**src/rtl/abdr_pkg.sv**
```systemverilog
// ----------------------------------------------------------------------------
// abdr_pkg
// Types, command codes and colour helper shared by the bitmap display renderer.
// ----------------------------------------------------------------------------
`default_nettype none

package abdr_pkg;

   // Command codes carried in the request beat
   localparam logic [1:0] CMD_WRITE  = 2'd0;
   localparam logic [1:0] CMD_RENDER = 2'd1;
   localparam logic [1:0] CMD_FRAME  = 2'd2;

   // Display store layout
   localparam int unsigned BMP_BYTES  = 6144;
   localparam int unsigned ATTR_BASE  = 24 * 32 * 8;
   localparam int unsigned STORE_SIZE = 6912;

   // Pixel index of the final pixel in a cell
   localparam logic [2:0] PIX_LAST = 3'd7;

   // Attribute byte fields
   localparam int unsigned ATTR_BRIGHT = 6;
   localparam int unsigned ATTR_FLASH  = 7;

   // Flash phase bit of the frame counter (mask 0x10)
   localparam int unsigned FLASH_BIT = 4;

   // Channel levels
   localparam logic [7:0] LVL_BRIGHT = 8'hFF;
   localparam logic [7:0] LVL_NORMAL = 8'hCC;

   typedef struct packed {
      logic [1:0]  cmd;
      logic [12:0] store_address;
      logic [7:0]  write_data;
      logic [7:0]  row;
      logic [5:0]  cell_req;
      logic [2:0]  border_colour;
   } abdr_req_type;

   typedef struct packed {
      logic [8:0]  pixel_x;
      logic [7:0]  pixel_y;
      logic [23:0] colour;
      logic        last;
   } abdr_rsp_type;

   // Per-pixel control travelling alongside the store read
   typedef struct packed {
      logic [8:0] pixel_x;
      logic [7:0] pixel_y;
      logic       border;
      logic [2:0] border_colour;
      logic [2:0] bit_sel;
      logic       flash;
      logic       last;
   } abdr_pix_type;

   // 3-bit colour (bit0 blue, bit1 red, bit2 green) to 24-bit RGB
   function automatic logic [23:0] shade(input logic [2:0] rgb3, input logic bright);
      logic [7:0] lvl;
      lvl = bright ? LVL_BRIGHT : LVL_NORMAL;
      shade = {rgb3[1] ? lvl : 8'h00, rgb3[2] ? lvl : 8'h00, rgb3[0] ? lvl : 8'h00};
   endfunction

endpackage

`default_nettype wire

```
**src/rtl/abdr_pix_out.sv**
```systemverilog
// ----------------------------------------------------------------------------
// abdr_pix_out
// Pixel colour stage: combines the store read with the pixel control and
// holds the result beat in the output register.
// ----------------------------------------------------------------------------
`default_nettype none

module abdr_pix_out (
   input  wire logic                   clock,
   input  wire logic                   reset,
   input  wire logic                   pix_issue,
   input  wire abdr_pkg::abdr_pix_type pix_meta,
   input  wire logic [7:0]             bmp_q,
   input  wire logic [7:0]             attr_q,
   output      logic                   issue_ok,
   output      logic                   rsp_valid,
   input  wire logic                   rsp_stall,
   output      abdr_pkg::abdr_rsp_type rsp_data
);
   import abdr_pkg::*;

   logic         s1_valid_ff, s1_valid_in;
   abdr_pix_type s1_ff;
   logic         out_valid_ff, out_valid_in;
   abdr_rsp_type out_ff;

   logic         out_free;
   logic         advance;
   logic [2:0]   ink;
   logic [2:0]   paper;
   logic         pix_set;
   logic [23:0]  colour;

   // Read data holds while the read stage is stalled, as no new read is issued
   assign out_free = !out_valid_ff || !rsp_stall;
   assign advance  = s1_valid_ff && out_free;
   assign issue_ok = !s1_valid_ff || out_free;

   // Ink/paper with flash swap, then shading
   always_comb begin
      ink     = attr_q[2:0];
      paper   = attr_q[5:3];
      pix_set = bmp_q[s1_ff.bit_sel];
      if (attr_q[ATTR_FLASH] && s1_ff.flash) begin
         ink   = attr_q[5:3];
         paper = attr_q[2:0];
      end
      if (s1_ff.border) begin
         colour = shade(s1_ff.border_colour, 1'b0);
      end else begin
         colour = shade(pix_set ? ink : paper, attr_q[ATTR_BRIGHT]);
      end
   end

   // Stage occupancy
   always_comb begin
      s1_valid_in  = s1_valid_ff;
      out_valid_in = out_valid_ff;
      if (advance) begin
         s1_valid_in = 1'b0;
      end
      if (pix_issue) begin
         s1_valid_in = 1'b1;
      end
      if (!rsp_stall) begin
         out_valid_in = 1'b0;
      end
      if (advance) begin
         out_valid_in = 1'b1;
      end
   end

   always_ff @(posedge clock) begin
      if (reset) begin
         s1_valid_ff  <= 1'b0;
         out_valid_ff <= 1'b0;
      end else begin
         s1_valid_ff  <= s1_valid_in;
         out_valid_ff <= out_valid_in;
      end
   end

   // Payload registers
   always_ff @(posedge clock) begin
      if (pix_issue) begin
         s1_ff <= pix_meta;
      end
      if (advance) begin
         out_ff.pixel_x <= s1_ff.pixel_x;
         out_ff.pixel_y <= s1_ff.pixel_y;
         out_ff.colour  <= colour;
         out_ff.last    <= s1_ff.last;
      end
   end

   assign rsp_valid = out_valid_ff;
   assign rsp_data  = out_ff;

endmodule

`default_nettype wire

```
**config.mk**
```make
export PLATFORM = sky130hd
export DESIGN_NAME = abdr_pix_out
export DESIGN_NICKNAME = d
export VERILOG_FILES = /design/src/rtl/abdr_pkg.sv /design/src/rtl/abdr_pix_out.sv
export SDC_FILE = /design/constraint.sdc
export NUM_CORES = 1
export LEC_CHECK = 0
export ABC_AREA = 1
export BUFFER_PORTS_ARGS = -buffer_cell sky130_fd_sc_hd__clkbuf_2
export CAP_MARGIN = 5
export CORE_UTILIZATION = 26
export DETAILED_ROUTE_END_ITERATION = 10
export PLACE_DENSITY = 0.45
export SLEW_MARGIN = 5
export SYNTH_ARGS = -nofsm -noshare
export SYNTH_HDL_FRONTEND = slang
export SYNTH_SLANG_ARGS = --single-unit
```
**constraint.sdc**
```tcl
create_clock -name clock -period 3 [get_ports clock]
set_input_delay 0.75 -clock clock [delete_from_list [all_inputs] [get_ports clock]]
set_output_delay 0.75 -clock clock [all_outputs]
set_load 0.02 [all_outputs]
```
After elaboration in Yosys (flattened, before gate mapping)
Index checks and enable logic that the tools add are counted.

operators by class
  magnitude comparators = 1
  multiplexer cells = 17
  reduce and logical (&&, ||, !) cells = 8
  equal/unequal tests = 1

operators with widths
  operator              count
  $mux W8               6
  $mux W24              1
  $mux W3               3
  $mux W6               1
  $mux W1               5
  $lt A3 B4 Y1 const B  1
  $bmux W1 S3           1
  $logic_not A1 Y1      3
  $logic_and A1 B1 Y1   2
  $logic_or A1 B1 Y1    2
  $ne A2 B1 Y1 const B  1
  $reduce_bool A2 Y1    1

word-level totals
  register bits after elaboration = 70
  input port bits = 46
  word-level logic and storage cells = 40
  output and inout port bits = 44

Logic depth before layout (Yosys ltp)
  word-level depth = 5
  mapped depth = 8

Worst setup path after synthesis
No wires, ideal clock.

  path kind = input-to-reg
  start point = input port rsp_stall
  end point = register out_ff (netlist bit rsp_data[0]), enable pin
  stages on the path = 3
  setup slack = 0.700 ns
  required time = 2.595 ns
  setup time = 0.405 ns
  arrival time = 1.895 ns
  path through = nand2_1 -> inv_1 -> nor2_1

between the ends
  word-level cells in the longest chain between the ends = 3

ends and longest elaborated chain
  what                 RTL line            RTL
  start, declared      abdr_pix_out.sv:17  input wire logic rsp_stall,
  $logic_not A1 Y1     -
  $logic_or A1 B1 Y1   abdr_pix_out.sv:35  assign out_free = !out_valid_ff || !rsp_stall;
  $logic_and A1 B1 Y1  abdr_pix_out.sv:36  assign advance = s1_valid_ff && out_free;
  named net advance    abdr_pix_out.sv:28  logic advance;
  end, declared        abdr_pix_out.sv:25  abdr_rsp_type out_ff;

The timed path passes the listed nets, and every way through them passes these cells.
A chain may end at the register's enable or synchronous reset.

Worst setup path in the final report
  start point = input port rsp_stall
  end point = output port issue_ok

between the ends
  word-level cells in the longest chain between the ends = 3

ends and longest elaborated chain
  what                RTL line            RTL
  $logic_not A1 Y1    -
  $logic_or A1 B1 Y1  abdr_pix_out.sv:35
  $logic_or A1 B1 Y1  abdr_pix_out.sv:37  assign issue_ok = !s1_valid_ff || out_free;
  end, declared       abdr_pix_out.sv:15  output logic issue_ok,

Every way passes these cells.

==> flow_summary.yaml <==
run_status:
  outcome: "finished, final reports clean"
clocking:
  cts.repair_timing.setup_buffer_count: 0
  tritoncts: "yes"
  cts.path.max_buffers: 2
  clk_root_buffer_cell: "clkbuf_8"
  cts-htree-levels: 2
  cts_buffers: 5
  cts_hold_buffers: 0
  clk-insertion-delay-late_ps: 300
  cts.reportedPaths.clkPinSlew_ps: 90
  tritoncts_sinks: 52
  ctsResizeCount: 0
pwr:
  irDropWorstVdd_mv: 0.216
  p_per_area_nw_per_um2: 560
  share_of_power_burned_in_combinational_logic_pct: 11.8
  netSwitchingPower_uw: 342
  p_leak_nw: 1.16
  p_total_mw: 1.42
  p_int_mw: 1.08
  power.switching_fraction_pct: 24.0
  seq_power_share_pct: 61.2
  power.clock.fraction_pct: 27.0
worst_setup_path:
  path_cells: "clkbuf_2, nand2_1, inv_1, nand2_1, clkbuf_2"
  critical_path.reg2reg.endpoint: "rsp_data[8]$_DFFE_PP_"
  timing.critical_path.slowest_stage_cell: "clkbuf_2"
  cp_max_fo: 2
  endpoint_kind: "output port"
  crit_type: "primary input to output port"
  crit_path_start_kind: "primary input"
  critical_path_buf_inv_count: 3
  critPathTopFamily: "buffers and inverters"
  depth_of_the_worst_register_to_register_path: 8
  critical_path_startpoint: "rsp_stall"
  r2r_setup_slack_ps: 1660
  critPathMaxStageDelay_ps: 170
  critPathArrivalTime_ps: 1200
  required_ps: 2250
  worst_r2r_startpoint: "s1_ff[2]$_DFFE_PP_"
synth:
  post_synth_num_cell_types: 13
  synth_top_area_cell: "edfxtp_1"
  synth.cell_area_um2: 2020
  yosys.cell_count.top_type: "edfxtp_1"
  post_synthesis_mean_instance_area_um2: 14.0
  synth_top_area_share_pct: 74.5
  ys_ff_latch: 52
  syn-num-nets: 190
  async_flop_share_pct: 0
  sequential_cell_area_fraction_in_the_yosys_report_pct: 76.5
  warning_count_from_the_yosys_run: 0
  synth_enable_flop_cells: 50
  synth_cells: 144
  synthFlopType: "edfxtp_1"
  synth.area.top_cells: "edfxtp_1 74%, buf_4 7.1%, nand2_1 4.8%, inv_1 3.9%, nand3_2 3.0%"
  post_synth_most_frequent_cells: "50 x edfxtp_1, 26 x nand2_1, 21 x inv_1"
global_route:
  first_pass_grt_wire_length_um: 5500
  grt-ovfl-total: 0
  antenna_found_initial: 0
  grt_pass1_vias: 1154
  track_usage_pct: 9.07
  grt_max_degree: 28
worst_hold_path:
  whs_endpoint: "rsp_data[29]$_DFFE_PP_"
  hold_path.class: "flop to flop"
  hp-start: "s1_ff[13]$_DFFE_PP_"
  hold_depth: 0
floorplan:
  floorplan.io_pins: 90
  coreArea_um2: 7370
  fp.dieW_um: 90.1
  die_h_um: 90.1
  initial_core_util_pct: 27.4
  die_area_um2: 8110
  placement_rows: 31
final_layout:
  multi_input_area_um2: 251
  syn_to_final_growth_pct: 26.1
  num-nets-final: 268
  nFillCells: 756
  n_antenna_cell: 0
  postLayoutCoreUtil_pct: 34.5
  final_area_um2: 2540
  layout-drive-gt1-share_pct: 47.5
  regArea_um2: 1540
timing:
  timing.final.hold_violations: 0
  timing.fmax_mhz: 513
  worst_slew_pin_slew_ps: 706
  clock_skew_ps: 6.35
  unrepaired_setup_endpoints_after_global_routing: "no"
  finalCriticalPeriod_ps: 1950
  fin_worst_setup_slack_ps: 1050
  timing.final.crit_share_pct: 64.9
  finalSetupViolCount: 0
  drv_slew: 0
  final.setup.tns_ps: 0
  slew_headroom_pct: 52.9
place:
  routabilityCongestion: 0.689
  postPlaceCellArea_um2: 2450
  detailed_place_hpwl_um: 2610
  port_buffers: 89
  place_worst_setup_slack_ps: 1040
flow_run:
  max-cap-violations: 0
routing:
  wl_per_cell_um: 10.6
  route.vias.total: 1218
  drt_first_iter_violations: 59
  drc: 0
  detail_route.vias_per_cell: 3.78
  drt-pass1-iter-count: 4
  postRouteWirelength_um: 3410
  antenna_left: 0
-- routing by layer --
layer  GRT usage [%]  vias up  part of all wire (%)
li1                -      620                     -
met1            9.31      550                    39
met2            16.8       46                    55
met3            2.79        2                   4.7
met4            4.03        0                   1.1
met5               0        -                     0
-- cell families after synthesis --
kind of cell | after synthesis | synth area share [%]
flip-flops | 52 | 76.5
AND/OR/NAND/NOR | 43 | 10.4
buffers and inverters | 41 | 11.2
AO/OA/AOI/OAI | 8 | 1.99
-- cell type report --
cell class,instances,share of cell area [%]
Tap cell,99,4.87
Clock buffer,6,2.86
Inverter,22,3.25
Clock inverter,2,0.640
Timing Repair Buffer,90,17.8
Multi-Input combinational cell,51,9.90
Sequential cell,52,60.7
-- through the flow --
stage	hold slack (ps)	std cells
after floorplan	400	144
after global placement	401	314
after detailed placement	405	314
after CTS	429	322
after global routing	436	322
final	427	322
-- worst reg2reg max path: stages, from the launching register on --
cell      delay, ps
edfxtp_1        450
inv_2           110
nand2_1          60
nand3_2          70
nand3_2         120
nand2_2         100
nand2_1          60
nand3_2          70
nand2_1          50
-- state kept, by name (all words and copies together), names as in the netlist --
register and cells:
rsp_valid 1, s1_valid_ff 1, s1_ff 26, rsp_data 24
-- how the worst max path moves through the flow --
| stage | cells after the start | end | slack (ps) |
|---|---|---|---|
| after floorplan | 3 | rsp_data[0]$_DFFE_PP_ | 700 |
| after global placement | 5 | issue_ok | 1060 |
| after detailed placement | 5 | issue_ok | 1040 |
| after CTS | 5 | issue_ok | 1040 |
| after global routing | 5 | issue_ok | 990 |
| final | 5 | issue_ok | 1050 |
-- placed cells by master (no fill, tap or decap) --
| master | Yosys | final |
|---|---|---|
| clkbuf_2 | 0 | 89 |
| buf_4 | 19 | 1 |
| o21ai_1 | 3 | 3 |
| clkinv_4 | 0 | 1 |
| edfxtp_1 | 50 | 50 |
| a21oi_1 | 2 | 2 |
| inv_2 | 1 | 1 |
| nand3_1 | 6 | 6 |
| clkbuf_8 | 0 | 5 |
| nor2_2 | 0 | 1 |
| nand2_1 | 26 | 26 |
| nand3_2 | 6 | 6 |
| clkinvlp_4 | 0 | 1 |
| dfxtp_1 | 2 | 2 |
| clkbuf_1 | 0 | 1 |
| inv_1 | 21 | 21 |
| o21ai_0 | 3 | 3 |
| nand2_2 | 1 | 1 |
| nor2_1 | 4 | 3 |
-- power groups by stage --
| stage | sequential [mW] | combinational, mW | clock (mW) |
|---|---|---|---|
| floorplan | 0.909 | 0.0905 | 0 |
| detailed placement | 0.889 | 0.171 | 0 |
| CTS | 0.872 | 0.172 | 0.413 |
| global route | 0.877 | 0.186 | 0.445 |
| global placement | 0.887 | 0.171 | 0 |
| finish | 0.871 | 0.167 | 0.384 |
Power figures use the tool's default switching activity.
