===== src/rtl/abdr_pkg.sv =====
// ----------------------------------------------------------------------------
// abdr_pkg
// Types, command codes and colour helper shared by the bitmap display renderer.
// ----------------------------------------------------------------------------
`default_nettype none

package abdr_pkg;

   // Command codes carried in the request beat
   localparam logic [1:0] CMD_WRITE  = 2'd0;
   localparam logic [1:0] CMD_RENDER = 2'd1;
   localparam logic [1:0] CMD_FRAME  = 2'd2;

   // Display store layout
   localparam int unsigned BMP_BYTES  = 6144;
   localparam int unsigned ATTR_BASE  = 24 * 32 * 8;
   localparam int unsigned STORE_SIZE = 6912;

   // Pixel index of the final pixel in a cell
   localparam logic [2:0] PIX_LAST = 3'd7;

   // Attribute byte fields
   localparam int unsigned ATTR_BRIGHT = 6;
   localparam int unsigned ATTR_FLASH  = 7;

   // Flash phase bit of the frame counter (mask 0x10)
   localparam int unsigned FLASH_BIT = 4;

   // Channel levels
   localparam logic [7:0] LVL_BRIGHT = 8'hFF;
   localparam logic [7:0] LVL_NORMAL = 8'hCC;

   typedef struct packed {
      logic [1:0]  cmd;
      logic [12:0] store_address;
      logic [7:0]  write_data;
      logic [7:0]  row;
      logic [5:0]  cell_req;
      logic [2:0]  border_colour;
   } abdr_req_type;

   typedef struct packed {
      logic [8:0]  pixel_x;
      logic [7:0]  pixel_y;
      logic [23:0] colour;
      logic        last;
   } abdr_rsp_type;

   // Per-pixel control travelling alongside the store read
   typedef struct packed {
      logic [8:0] pixel_x;
      logic [7:0] pixel_y;
      logic       border;
      logic [2:0] border_colour;
      logic [2:0] bit_sel;
      logic       flash;
      logic       last;
   } abdr_pix_type;

   // 3-bit colour (bit0 blue, bit1 red, bit2 green) to 24-bit RGB
   function automatic logic [23:0] shade(input logic [2:0] rgb3, input logic bright);
      logic [7:0] lvl;
      lvl = bright ? LVL_BRIGHT : LVL_NORMAL;
      shade = {rgb3[1] ? lvl : 8'h00, rgb3[2] ? lvl : 8'h00, rgb3[0] ? lvl : 8'h00};
   endfunction

endpackage

`default_nettype wire


===== src/rtl/abdr_seq.sv =====
// ----------------------------------------------------------------------------
// abdr_seq
// Item sequencer: steps a render beat through its eight pixels, builds the
// interleaved store addresses and keeps the flash counter.
// ----------------------------------------------------------------------------
`default_nettype none

module abdr_seq #(
   parameter int unsigned BORDER_SIZE = 16
) (
   input  wire logic                 clock,
   input  wire logic                 reset,
   input  wire logic                 req_accept,
   input  wire abdr_pkg::abdr_req_type req_data,
   input  wire logic                 issue_ok,
   output      logic                 hold,
   output      logic                 rd_en,
   output      logic [12:0]          bmp_addr,
   output      logic [9:0]           attr_addr,
   output      logic                 pix_issue,
   output      abdr_pkg::abdr_pix_type pix_meta
);
   import abdr_pkg::*;

   localparam int unsigned SCREEN_W = 256 + 2 * BORDER_SIZE;
   localparam int unsigned SCREEN_H = 192 + 2 * BORDER_SIZE;
   localparam int unsigned CELLS    = SCREEN_W / 8;

   localparam logic [8:0] BDR     = 9'(BORDER_SIZE);
   localparam logic [8:0] ROW_LIM = 9'(SCREEN_H);
   localparam logic [8:0] ROW_END = 9'(SCREEN_H - BORDER_SIZE);
   localparam logic [8:0] COL_END = 9'(SCREEN_W - BORDER_SIZE);
   localparam logic [6:0] CELL_LIM = 7'(CELLS);

   logic       busy_ff, busy_in;
   logic [2:0] cnt_ff, cnt_in;
   logic [7:0] row_ff, row_in;
   logic [5:0] cell_ff, cell_in;
   logic [2:0] bcol_ff, bcol_in;
   logic [7:0] flash_ff, flash_in;

   logic       start;
   logic       issue;
   logic       last_pix;
   logic [8:0] pix_x;
   logic [8:0] row9;
   logic       border;
   logic [7:0] y;
   logic [8:0] dx;
   logic [4:0] col;

   // Render beats that fall off screen produce nothing
   assign start = req_accept && (req_data.cmd == CMD_RENDER) &&
                  ({1'b0, req_data.row} < ROW_LIM) &&
                  ({1'b0, req_data.cell_req} < CELL_LIM);

   assign issue    = busy_ff && issue_ok;
   assign last_pix = (cnt_ff == PIX_LAST);
   assign hold     = busy_ff && !(issue && last_pix);

   // Pixel position and border decision, made per pixel
   assign pix_x  = {cell_ff, 3'b000} + 9'(cnt_ff);
   assign row9   = {1'b0, row_ff};
   assign border = (row9 < BDR) || (row9 >= ROW_END) || (pix_x < BDR) || (pix_x >= COL_END);

   // Interleaved bitmap address and attribute address
   assign y         = row_ff - BDR[7:0];
   assign dx        = pix_x - BDR;
   assign col       = dx[7:3];
   assign bmp_addr  = {y[7:6], y[2:0], y[5:3], col};
   assign attr_addr = {y[7:3], col};
   assign rd_en     = issue && !border;

   assign pix_issue              = issue;
   assign pix_meta.pixel_x       = pix_x;
   assign pix_meta.pixel_y       = row_ff;
   assign pix_meta.border        = border;
   assign pix_meta.border_colour = bcol_ff;
   assign pix_meta.bit_sel       = ~dx[2:0];
   assign pix_meta.flash         = flash_ff[FLASH_BIT];
   assign pix_meta.last          = last_pix;

   // Next-state logic
   always_comb begin
      busy_in  = busy_ff;
      cnt_in   = cnt_ff;
      row_in   = row_ff;
      cell_in  = cell_ff;
      bcol_in  = bcol_ff;
      flash_in = flash_ff;
      if (issue) begin
         cnt_in = cnt_ff + 3'd1;
         if (last_pix) begin
            busy_in = 1'b0;
         end
      end
      if (start) begin
         busy_in = 1'b1;
         cnt_in  = 3'd0;
         row_in  = req_data.row;
         cell_in = req_data.cell_req;
         bcol_in = req_data.border_colour;
      end
      if (req_accept && (req_data.cmd == CMD_FRAME)) begin
         flash_in = flash_ff + 8'd1;
      end
   end

   // Control state
   always_ff @(posedge clock) begin
      if (reset) begin
         busy_ff  <= 1'b0;
         cnt_ff   <= 3'd0;
         flash_ff <= 8'd0;
      end else begin
         busy_ff  <= busy_in;
         cnt_ff   <= cnt_in;
         flash_ff <= flash_in;
      end
   end

   // Captured render beat
   always_ff @(posedge clock) begin
      row_ff  <= row_in;
      cell_ff <= cell_in;
      bcol_ff <= bcol_in;
   end

endmodule

`default_nettype wire


===== config.mk =====
export PLATFORM = sky130hd
export DESIGN_NAME = abdr_seq
export DESIGN_NICKNAME = d
export VERILOG_FILES = /design/src/rtl/abdr_pkg.sv /design/src/rtl/abdr_seq.sv
export SDC_FILE = /design/constraint.sdc
export NUM_CORES = 1
export LEC_CHECK = 0
export BUFFER_PORTS_ARGS = -buffer_cell sky130_fd_sc_hd__buf_4
export CAP_MARGIN = 10
export CORE_MARGIN = 3
export CORE_UTILIZATION = 39
export CTS_CLUSTER_SIZE = 40
export DETAILED_ROUTE_END_ITERATION = 6
export PLACE_DENSITY = 0.81
export SLEW_MARGIN = 10
export SYNTH_ARGS = -nofsm -noshare
export SYNTH_HDL_FRONTEND = slang
export SYNTH_SLANG_ARGS = --single-unit

===== constraint.sdc =====
create_clock -name clock -period 3.19 [get_ports clock]
set_input_delay 0.638 -clock clock [delete_from_list [all_inputs] [get_ports clock]]
set_output_delay 0.638 -clock clock [all_outputs]
set_load 0.05 [all_outputs]

# Word-level counts from Yosys, hierarchy flattened
# Index checks and enable logic that the tools add are counted.
# W data, S select, Z words.
word_totals:
  register_bits: 29
  latch_bits: 0
  ramBits: 0
  mem_bits_ro: 0
  in_bits: 44
  elab_cells: 41
  mem_count: 0
op_classes:
  add_sub_neg: 5
  multipliers: 0
  div: 0
  magnitude_cmp: 6
  n_eq_ne: 3
  shifts: 0
  n_mux: 3
  n_bitwise: 1
  n_reduce_logical: 17
ops:
  columns: ["cell", "count"]
  rows:
  - ["$sub A8 B5 Y8 const B", 2]
  - ["$add A9 B3 Y9", 1]
  - ["$ge A9 B9 Y1 const B", 1]
  - ["$lt A9 B5 Y1 const B", 1]
  - ["$add A8 B1 Y8 const B", 1]
  - ["$ge A8 B8 Y1 const B", 1]
  - ["$logic_and A1 B1 Y1", 8]
  - ["$lt A8 B5 Y1 const B", 1]
  - ["$lt A8 B8 Y1 const B", 1]
  - ["$lt A6 B6 Y1 const B", 1]
  - ["$reduce_bool A2 Y1", 2]
  - ["$add A3 B1 Y3 const B", 1]
  - ["$eq A3 B3 Y1 const B", 1]
  - ["$logic_or A1 B1 Y1", 3]
  - ["$mux W1", 3]
  - ["$not A3 Y3", 1]
  - ["$eq A2 B1 Y1 const B", 1]
  - ["$eq A2 B2 Y1 const B", 1]
  - ["$logic_not A1 Y1", 2]
  - ["$reduce_and A2 Y1", 1]
  - ["$reduce_or A2 Y1", 1]

# Longest topological paths before layout
# Gate-level depths: netlist (run 1).
depth:
  ltp_word: 6
  mapped_depth: 6
  depth_no_buf: 5

# Worst setup path after synthesis (run 1)
# OpenSTA, ideal clock, no wires.
synth_path:
  kind: "flip-flop to output port"
  from: "reg row_ff[4]"
  to: "out bmp_addr[11]"
  arrival_ns: 2.519
  required_time_ns: 2.552
  slack_ns: 0.033
  path_stages_with_launch: 5
  path_buffers: 1
  path_cell_list: "edfxtp_1 > inv_1 > ha_1 > xor2_1 > buf_4"
synth_via:
  elab_chain_cells: 1
synth_lines:
  columns: ["element", "line", "rtl"]
  rows:
  - ["start: declaration", "abdr_seq.sv:37", "logic [7:0] row_ff, row_in;"]
  - ["start signal: assignment", "abdr_seq.sv:124", "row_ff <= row_in;"]
  - ["$sub A8 B5 Y8", "abdr_seq.sv:67", "assign y = row_ff - BDR[7:0];"]
  - ["end: declaration", "abdr_seq.sv:18", "output logic [12:0] bmp_addr,"]
# Every way passes these cells.

# Worst setup path after layout (run 1)
layout_path:
  from: "reg cell_ff[2]"
  to: "out rd_en"
layout_via:
  elab_chain_cells: 6
layout_lines:
  columns: ["element", "line", "rtl"]
  rows:
  - ["start: declaration", "abdr_seq.sv:38", "logic [5:0] cell_ff, cell_in;"]
  - ["start signal: assignment", "abdr_seq.sv:125", "cell_ff <= cell_in;"]
  - ["$add A9 B3 Y9 *", "abdr_seq.sv:62", "assign pix_x = {cell_ff, 3'b000} + 9'(cnt_ff);"]
  - ["$lt A9 B5 Y1", "abdr_seq.sv:64", "assign border = (row9 < BDR) || (row9 >= ROW_END) || (pix_x < BDR) || (pix_x >= COL_END);"]
  - ["$logic_or A1 B1 Y1", "abdr_seq.sv:64", null]
  - ["$logic_or A1 B1 Y1 *", "abdr_seq.sv:64", null]
  - ["$logic_not A1 Y1 *", "abdr_seq.sv:72", "assign rd_en = issue && !border;"]
  - ["$logic_and A1 B1 Y1 *", "abdr_seq.sv:72", null]
  - ["end: declaration", "abdr_seq.sv:17", "output logic rd_en,"]
# Mark *: on every way between the ends. The rest lies on a longest branch, timed or not.

==> out/qor.txt, run 1 <==
status - complete, no violations
Slowest-stage cell, CP - edfxtp_1
Logic pwr share - 24.6%
Synthesis Warnings - 0
crit-path leading delay family - compound AO/OA/AOI/OAI gates
top-level I/O count - 96
Critical Path Source Type - register
Worst Hold Class - in -> reg
largest net degree at the start of global routing - 16
Pre-antenna DRT Iters - 4
worst slew pin tran - 453 ps
Tcrit/Tclk final - 89.4%
Max VDD drop - 0.244 mV
CP peak stage delay - 450 ps
Final Total Pwr - 685 uW
Tmin final - 2850 ps
Avg Inst Size Synth - 11.8 um^2
Total GRT Usage - 14.3%
Initial Util - 41.1%
root buffer cell - clkbuf_4
first-pass GRT wire length - 4.57 mm
antenna violations before repair - 0
GPL Wtd Cong - 0.754
ys async rst share - 0%
Rows - 20
PortBufs - 74
Critical Path RT - 2550 ps
Yosys reg bits - 26
TritonCTS buffer count - 3
Max Root-Sink Buffers - 2
gr ovfl total - 0
cell count after synthesis - 107
dpl cells - 207
Fin Clk Skew - 0.382 ps
Hold Violations, Final - 0
critical path class - reg -> out
Max-Cap Viols - 0
Sequential Power Share - 55.0%
Core Util, Final - 58.1%
PwrDens - 383 mW/mm^2
Area Overhead vs Synth - 41.3%
Final setup viols - 0
CTS tree - yes
leakage power total - 0.000820 uW
Slew HR - 69.8%
TNS Setup - 0 ps
Cell variety after synth - 30
core area - 0.00308 mm^2
Pint - 473 uW
Critical Path Fanout Max - 4
cell accounting for the most synthesized area - edfxtp_1
Clock Latency Late Sink - 310 ps
NetSw - 212 uW
Clock Pin Slew Worst Setup and Hold Paths - 130 ps
crit-path cells - inv_1, ha_1, or4b_1, o311a_1, o2111a_1, buf_4
Initial DRC Count - 28
Die Y - 63.0 um
Main synth FF type - edfxtp_1
Post-synth top cells - buf_4 (18), edfxtp_1 (17), inv_1 (10), dfxtp_1 (9), ha_1 (7)
Die Wd - 63.0 um
syn nets - 158
sequential element share of the synthesized area - 54.5%
Gates resized, CTS repair - 0
post-CTS setup buffers - 0
Post-Route WL - 2.81 mm
mapped cell area - 0.00127 mm^2
Detail Route Antenna Nets - 0
CTS Sinks - 26
clock network power share - 20.5%
Via density - 4.61
share of cells above drive strength 1 - 47.9%
Achievable Freq - 0.351 GHz
DP Wirelength - 2.36 mm
most area-consuming cells after synthesis - edfxtp_1 (40%), dfxtp_1 (14%), buf_4 (11%), ha_1 (6.9%), xor2_1 (4.2%)
nets - 219
cts hold-fix bufs - 0
vias in the first global route - 1008
WL/cell - 13.3 um
Pins Over Slew Limit - 0
Layout Cells excl Fill - 211
CP endpoint kind - output port
Yosys top cell area share - 40.3%
die footprint - 0.00397 mm^2
diode count - 0
residual DRC count - 0
number of synthesized flops with an enable pin - 17
top-count cell post-synth - buf_4
DR vias - 972
# H-tree levels - 1
Crit path buffers/inverters - 2
CP arrival - 2210 ps
sw frac - 31.0%
RSZ-0062 raised after global routing - no
==> layout make-up <==
class                   instances  area (um^2)
fillers                       289         1290
flip-flops and latches         26          691
repair buffers                 75          563
multi-input cells              52          417
well taps                      44         55.1
inverters                      10         37.5
clock buffers                   4         26.3
==> routing by layer <==
metal | share of wire [%] | GRT usage (%) | routed length (um) | up-vias
met3 | 7.9 | 4.68 | 222 | 0
met4 | 0 | 3.31 | 0 | 0
li1 | - | - | - | 480
met5 | 0 | 0 | 0 | -
met1 | 38 | 15.0 | 1070 | 450
met2 | 54 | 27.0 | 1520 | 42
==> per-stage QoR <==
step	hold WS, ps	setup WS (ps)	cell area, um^2
floorplan	458	33.2	1270
global placement	468	711	1760
detailed placement	488	708	1760
CTS	482	324	1790
global route	463	227	1790
finish	492	337	1790
==> state kept, by name, indices dropped and copies added, names as in the netlist <==
register and flops:
busy_ff 1, cnt_ff 3, flash_ff 5, bcol_ff 3
row_ff 8, cell_ff 6
==> cell families (layout without fill, tap and decap cells) <==
logic type                 Yosys count  after routing  share of synthesized area (%)
AOI/OAI and AO/OA                   12             12                           7.02
muxes                                3              3                           2.37
xor gates and xnor gates             7              7                           4.84
and+or+nand+nor                     23             23                           10.4
buffers and inverters               29             89                           13.9
adders and majority gates            7              7                           6.92
DFF                                 26             26                           54.5
==> cell usage in the layout, fill, tap and decap left out, types with 2 or more instances in the layout <==
master,instances
a21oi_1,3
buf_4,75
clkbuf_4,3
dfxtp_1,9
edfxtp_1,17
ha_1,7
inv_1,10
mux2i_1,3
nand2_1,2
nand3b_1,2
nor2_1,4
nor3_1,5
nor4_1,2
o21ai_0,2
or3_1,2
xor2_1,6
==> power by group through the flow <==
stage	clock network, uW	registers (uW)	logic (uW)
after floorplan	0	409	89.3
after global placement	0	383	167
after detailed placement	0	384	169
after CTS	143	377	170
after global routing	157	378	176
final	140	376	168
==> worst paths after layout <==
path / end / cells past startpoint / slack, ps / startpoint
setup / recovery: rd_en / 6 / 340 / cell_ff[2]
hold / removal: cell_ff[1] / 1 / 490 / req_data[4]
setup reg to reg: flash_ff[4] / 4 / 1900 / flash_ff[0]
hold reg to reg: flash_ff[4] / 2 / 510 / flash_ff[4]
Power figures use the tool's default switching activity.
==> run 2: changes to the inputs <==
Clock period 3.19 ns to 3 ns, I/O delays scaled along.
==> run 2 against run 1 <==
Wire length is 0.43% higher; setup slack worse by 150 ps; design area is 0.21% higher; clock-buffer cell count stayed put; flip-flop and latch count stayed put; first-iteration DRC count is 39% higher; clock skew hardly changed; clock power is 5% higher; sequential power is 6.6% higher; critical endpoint unchanged.
==> out/qor.txt, run 2 (same netlist as run 1, synthesis figures left out) <==
residual DRC count - 0
CP endpoint kind - output port
RSZ-0062 raised after global routing - no
Area Overhead vs Synth - 41.6%
Via density - 4.64
Logic pwr share - 24.5%
Max VDD drop - 0.297 mV
Initial DRC Count - 39
Pint - 503 uW
grt met2 use - 29.5%
worst hold margin - 449 ps
cts hold-fix bufs - 0
worst slew pin tran - 307 ps
leakage power total - 0.000821 uW
Pre-antenna DRT Iters - 2
clock network power share - 20.2%
Placed Instance Area - 0.00177 mm^2
Max-Cap Viols - 0
top-level I/O count - 96
Critical Path Source Type - register
Post-Route WL - 2.83 mm
Tcrit/Tclk final - 93.7%
gr ovfl total - 0
Critical Path RT - 2400 ps
Gates resized, CTS repair - 0
dpl cells - 207
CTS Sinks - 26
critical path class - reg -> out
sw frac - 30.7%
grt met3 use - 3.06%
most frequent cells in the layout - buf_4 (75), edfxtp_1 (17), inv_1 (10)
Pins Over Slew Limit - 0
DR vias - 979
Layout Cells excl Fill - 211
Total GRT Usage - 14.8%
DP Wirelength - 2.41 mm
Hold Violations, Final - 0
share of cells above drive strength 1 - 49.1%
status - complete, no violations
antenna violations before repair - 0
Clock Pin Slew Worst Setup and Hold Paths - 130 ps
Clock Latency Late Sink - 310 ps
CTS tree - yes
# H-tree levels - 1
die footprint - 0.00397 mm^2
global route hottest layer - met2
Top reg by flops - row_ff
Worst Hold Class - in -> reg
CP arrival - 2210 ps
TNS Setup - 0 ps
Critical Path Fanout Max - 4
final instance area - 0.00179 mm^2
Achievable Freq - 0.356 GHz
Initial Util - 41.1%
max FFs per register - 8
Die Y - 63.0 um
top flop regs - row_ff x8, cell_ff x6, flash_ff x5
commonest non-fill, non-tap cell in the layout - buf_4
NetSw - 223 uW
Final setup viols - 0
WL/cell - 13.4 um
GPL Wtd Cong - 0.738
Tmin final - 2810 ps
Hold Path Depth - 1
Sequential Power Share - 55.2%
Fin Clk Skew - 0.604 ps
root buffer cell - clkbuf_4
first-pass GRT wire length - 4.74 mm
nets - 219
Detail Route Antenna Nets - 0
vias in the first global route - 1075
Die Wd - 63.0 um
Final Total Pwr - 725 uW
largest net degree at the start of global routing - 22
core area - 0.00308 mm^2
Worst Reg-to-Reg Cells - 4
PortBufs - 74
Max Root-Sink Buffers - 2
PwrDens - 405 mW/mm^2
Rows - 20
FF-to-FF setup slack - 1690 ps
post-CTS setup buffers - 0
met1 Use GR - 15.1%
diode count - 0
Slew HR - 79.4%
TritonCTS buffer count - 3
==> run 2: cell types whose count changed in the layout (fill, tap and decap cells not counted) <==
cell,previous run,this run
a311oi_2,0,1
a311oi_4,1,0
xor2_1,6,4
xor2_2,0,2
==> run 2: worst paths after layout <==
kind / endpoint / from
setup / recovery: rd_en / cell_ff[2]
hold / removal: bcol_ff[0] / req_data[0]
setup reg to reg: flash_ff[4] / flash_ff[0]
hold reg to reg: flash_ff[3] / flash_ff[3]
==> run 2: cell type report <==
| type | instances | area (um^2) |
|---|---|---|
| Timing Repair Buffer | 75 | 563 |
| Inverter | 10 | 37.5 |
| Clock buffer | 4 | 26.3 |
| Sequential cell | 26 | 691 |
| Multi-Input combinational cell | 52 | 420 |
| Tap cell | 44 | 55.1 |
| Fill cell | 275 | 1280 |
==> run 2: stage by stage <==
stage	worst slack, ps	utilization [%]
final	190	58.3
after global routing	91.7	58.3
after CTS	170	58.3
after detailed placement	558	57.4
after global placement	563	57.4
after floorplan	79.9	-
==> run 2: power by group through the flow <==
stage	registers, uW	clock network [uW]	logic, uW
after floorplan	436	0	95.8
after global placement	408	0	176
after detailed placement	409	0	179
after CTS	401	154	180
after global routing	403	164	187
final	401	147	178
==> run 2: worst max-delay path, cell delays in order (launching register included) <==
cell,delay [ps]
edfxtp_1,450
inv_1,100
ha_1,140
or4b_1,440
o311a_1,320
o2111a_1,260
buf_4,190
==> run 2: metal layers <==
layer | up-vias | wire length (um)
met5 | - | 0
met2 | 42 | 1550
li1 | 480 | -
met4 | 0 | 41
met3 | 4 | 185
met1 | 453 | 1050
